<file path="src/design/brb_pkg.sv">
// Shared types and constants for the byte ring buffer with burst access.
`default_nettype none

package brb_pkg;

  // Fixed field widths of the streaming words and the length register.
  localparam int LEN_W     = 7;
  localparam int BURST_W   = 4;
  localparam int BYTE_W    = 8;
  localparam int LANES     = 8;
  localparam int DATA_W    = LANES * BYTE_W;
  localparam int S_TDATA_W = ((BURST_W + DATA_W + 7) / 8) * 8;
  localparam int M_PAY_W   = BURST_W + DATA_W + 2 * LEN_W;
  localparam int M_TDATA_W = ((M_PAY_W + 7) / 8) * 8;

  // Ring length after reset.
  localparam logic [LEN_W-1:0] LEN_RESET = LEN_W'(64);
  localparam logic [LEN_W-1:0] LEN_MIN   = LEN_W'(2);

  // Burst direction carried in the input tuser.
  typedef enum logic {
    OP_WRITE = 1'b0,
    OP_READ  = 1'b1
  } opcode_t;

  // Result payload; the first member sits in the highest bits.
  typedef struct packed {
    logic [LEN_W-1:0]   used_count;
    logic [LEN_W-1:0]   free_count;
    logic [DATA_W-1:0]  read_bytes;
    logic [BURST_W-1:0] moved_count;
  } result_t;

endpackage

`default_nettype wire

</file>
<file path="src/design/brb_store.sv">
// Banked byte store: one narrow memory per byte lane, one write and one read per bank a cycle.
`default_nettype none

module brb_store #(
  parameter int BANKS = 8,
  parameter int ROWS  = 8,
  localparam int ROW_W = $clog2(ROWS)
) (
  input  logic                                  clk,
  input  logic [BANKS-1:0]                      we,
  input  logic [BANKS-1:0][ROW_W-1:0]           waddr,
  input  logic [BANKS-1:0][brb_pkg::BYTE_W-1:0] wdata,
  input  logic                                  re,
  input  logic [BANKS-1:0][ROW_W-1:0]           raddr,
  output logic [BANKS-1:0][brb_pkg::BYTE_W-1:0] rdata
);
  import brb_pkg::*;

  // One memory per bank; read data is registered and held while no read is issued.
  for (genvar b = 0; b < BANKS; b++) begin : g_bank
    logic [BYTE_W-1:0] mem [ROWS];

    always_ff @(posedge clk) begin
      if (we[b]) begin
        mem[waddr[b]] <= wdata[b];
      end
      if (re) begin
        rdata[b] <= mem[raddr[b]];
      end
    end
  end

endmodule

`default_nettype wire

</file>
<file path="config.mk">
export PLATFORM = sky130hd
export DESIGN_NAME = brb_store
export DESIGN_NICKNAME = d
export VERILOG_FILES = /design/src/design/brb_pkg.sv /design/src/design/brb_store.sv
export SDC_FILE = /design/constraint.sdc
export NUM_CORES = 1
export LEC_CHECK = 0
export BUFFER_PORTS_ARGS = -buffer_cell sky130_fd_sc_hd__buf_2
export CAP_MARGIN = 5
export CORE_MARGIN = 10
export CORE_UTILIZATION = 40
export DETAILED_ROUTE_END_ITERATION = 10
export PLACE_DENSITY_LB_ADDON = 0.12
export SLEW_MARGIN = 5
export SYNTH_ARGS = -nofsm -noshare
export SYNTH_HDL_FRONTEND = slang
export SYNTH_SLANG_ARGS = --single-unit
</file>
<file path="constraint.sdc">
create_clock -name clk -period 2.1 [get_ports clk]
set_input_delay 0.42 -clock clk [delete_from_list [all_inputs] [get_ports clk]]
set_output_delay 0.42 -clock clk [all_outputs]
set_load 0.005 [all_outputs]
</file>
==> flow_summary_export.csv <==
group,metric,value,unit
run_status,status,"finished, final reports clean",
power_and_ir_drop,power.leakage,9.03,nW
global_route,overflow,0,
detailed_routing,first_pass_iters,4,
detailed_routing,drc,0,
floorplan,die_area,65000,µm²
clock_tree,cts_hold_buf,0,
logic_synthesis,synthCells,912,
floorplan,die_y,255,µm
placement,dp_hpwl,27600,µm
sta,finalCriticalPeriod,1630,ps
worst_setup_path,startpoint_type,"flip-flop",
power_and_ir_drop,power.share.clock,40.9,%
placement,dpl_worst_slack,270,ps
global_route,grt_pass1_wl,65900,µm
power_and_ir_drop,intPower,19.7,mW
global_route,grt_pass1_vias,10500,
logic_synthesis,synthDistinctLibCells,13,
logic_synthesis,ys_seq_area_share,78.3,%
logic_synthesis,syn_area,22100,µm²
worst_setup_path,r2r_start,"g_bank[4].mem[2][6]$_DFFE_PP_",
worst_setup_path,worstPathRequired,1680,ps
sta,setup-tns-final,0,ps
final_layout,drive_gt1_share,35.2,%
logic_synthesis,yosys.area_share.simple,2.13,%
placement,post_dp_cell_area,24300,µm²
final_layout,final_area,26200,µm²
logic_synthesis,synth_area_leaders,"edfxtp_1 (78%), mux4_1 (11%), mux2_2 (3.3%)",
worst_setup_path,end_kind,"output pin",
logic_synthesis,synthAdderAreaFrac,0,%
power_and_ir_drop,max-vdd-ir-drop,0.000901,V
detailed_routing,totalWireLength,44500,µm
detailed_routing,drt_iter0_drc,579,
worst_setup_path,r2r_cells,2,
worst_setup_path,critPathMaxFanout,1,
logic_synthesis,synth_top_area_share,78.3,%
floorplan,start_util,40.2,%
worst_setup_path,path_delay_family,"flip-flops",
floorplan,num_rows,86,
logic_synthesis,synth_compound_area_share,0,%
placement,portBuffers,185,
power_and_ir_drop,seqPwrFrac,53.8,%
floorplan,dieWidth,255,µm
worst_setup_path,reg2reg_slack,680,ps
global_route,grt_max_degree,19,
clock_tree,cts_resized,0,
detailed_routing,routedWlPerCell,22.8,µm
hold_path,min_from,"wdata[28]",
clock_tree,cts.path.max_buffers,3,
hold_path,min_path_cells,1,
placement,place.gp.congestion,0.724,
logic_synthesis,synth_warnings,0,
final_layout,area_growth,18.4,%
worst_setup_path,slowest_delay,440,ps
clock_tree,clkTransAtPathRegs,60,ps
power_and_ir_drop,netSwitchingFraction,20.1,%
floorplan,io-pin-count,186,
sta,timing.final.ws_setup,469,ps
sta,setup_viol,0,
power_and_ir_drop,p_per_area,941,nW/µm²
clock_tree,cts_setup_buffers,0,
floorplan,core_area,54900,µm²
worst_setup_path,cp_data_arrival_time,1210,ps
power_and_ir_drop,total_power,24.6,mW
clock_tree,worst_skew_pair.late_latency,600,ps
global_route,grt_usage,13.7,%
power_and_ir_drop,p_switching,4.94,mW
detailed_routing,vias,9865,
final_layout,final_nets,1322,
logic_synthesis,synth_top_family_by_area,"multiplexers",
hold_path,holdPathEnd,"g_bank[3].mem[0][4]$_DFFE_PP_",
worst_setup_path,r2r_end,"rdata[38]$_DFFE_PP_",
sta,drv_slew,0,
sta,max_freq,0.613,GHz
sta,finClkSkew,14.8,ps
flow_run,maxCapViolCount,0,
clock_tree,cts_tree,"built",
logic_synthesis,synth_xor_area_share,0,%
logic_synthesis,ys_ff_latch,576,
detailed_routing,ant_nets,0,
sta,worst_pin_slew,519,ps
logic_synthesis,synth_mux_area_share,18.0,%
sta,max-slew-margin-rel,65.3,%
worst_setup_path,path_cells,"buf_2",
clock_tree,clock-sinks,576,
clock_tree,clock-root-buffer,"clkbuf_16",
worst_setup_path,crit_buf_inv,1,
final_layout,fin_util,47.7,%
global_route,antenna_found_initial,12,
detailed_routing,viasPerCell,5.05,
sta,min_period_over_period,77.7,%
sta,hold_viol,0,
logic_synthesis,synth_top_area_cell,"edfxtp_1",
hold_path,hold_path_class,"in -> reg",
clock_tree,numCtsBuffers,60,
worst_setup_path,critPathKind,"reg -> out",
sta,rsz0062_at_grt,"false",
power_and_ir_drop,p_comb_share,5.3,%
logic_synthesis,synth.net_count,1034,
worst_setup_path,worst_path_max_delay_cell,"edfxtp_1",
logic_synthesis,avgSynthCellArea,24.2,µm²
clock_tree,cts_htree_levels,2,
per-layer routing:
metal	global-route usage [%]	vias up	share of wire (%)
met5	0	-	0.21
met4	4.47	14	2.0
met3	3.79	76	6.0
met2	21.6	212	48
met1	18.3	5070	44
li1	-	4493	-
final cells by class:
| type | count | area (µm²) |
|---|---|---|
| fill | 4565 | 28700 |
| sequential | 576 | 17300 |
| multi-input combinational | 296 | 4430 |
| timing repair buffer | 266 | 1670 |
| clock buffer | 75 | 1580 |
| tap | 704 | 881 |
| clock inverter | 33 | 280 |
| antenna | 4 | 10.0 |
cell usage in the layout, fill, tap and decap left out, drive strengths merged:
cell type / synthesis / routed
nand2: 16 / 16
clkinvlp: 0 / 2
clkinv: 0 / 25
buf: 32 / 266
mux4: 128 / 128
nor3: 16 / 16
edfxtp: 576 / 576
diode: 0 / 4
nand2b: 24 / 24
nor2: 48 / 48
clkbuf: 8 / 75
inv: 0 / 1
bufinv: 0 / 5
mux2: 64 / 64
metrics by stage:
step | instances | hold WS [ps]
3_3_place_gp | 1842 | 687
2_1_floorplan | 912 | 519
3_5_place_dp | 1842 | 694
4_1_cts | 1950 | 30.7
5_1_grt | 1950 | 59.6
6_report | 1954 | 80.3
worst max path at each step:
stage                        start             endpoint  slack, ps  depth (start not counted)
6_report       rdata[39]$_DFFE_PP_            rdata[39]        470                          1
5_1_grt        rdata[50]$_DFFE_PP_            rdata[50]        400                          1
4_1_cts        rdata[39]$_DFFE_PP_            rdata[39]        390                          1
3_5_place_dp              raddr[6]  rdata[23]$_DFFE_PP_        270                          4
3_3_place_gp             raddr[21]  rdata[58]$_DFFE_PP_        280                          4
2_1_floorplan             raddr[0]   rdata[0]$_DFFE_PP_        390                          4
logic make-up after synthesis:
| kind of cell | count (synthesis) |
|---|---|
| flops | 576 |
| simple gates | 104 |
| mux | 192 |
| buf+inv | 40 |
power by group through the flow:
stage	Combinational [mW]	Sequential (mW)	Clock (mW)
after floorplan	0.705	13.5	0
after global placement	1.33	13.5	0
after detailed placement	1.35	13.5	0
after CTS	1.35	13.2	10.4
after global routing	1.44	13.3	10.9
final	1.31	13.2	10.1
Yosys cell counts, drive strengths merged:
library cell  instances
clkbuf                8
mux2                 64
nor2                 48
nand2                16
nand2b               24
nor3                 16
mux4                128
buf                  32
edfxtp              576
state kept, by name, indices dropped and copies added (netlist names):
register / count
g_bank.mem: 512
rdata: 64
Note: power is estimated with default switching activity, not from simulation.
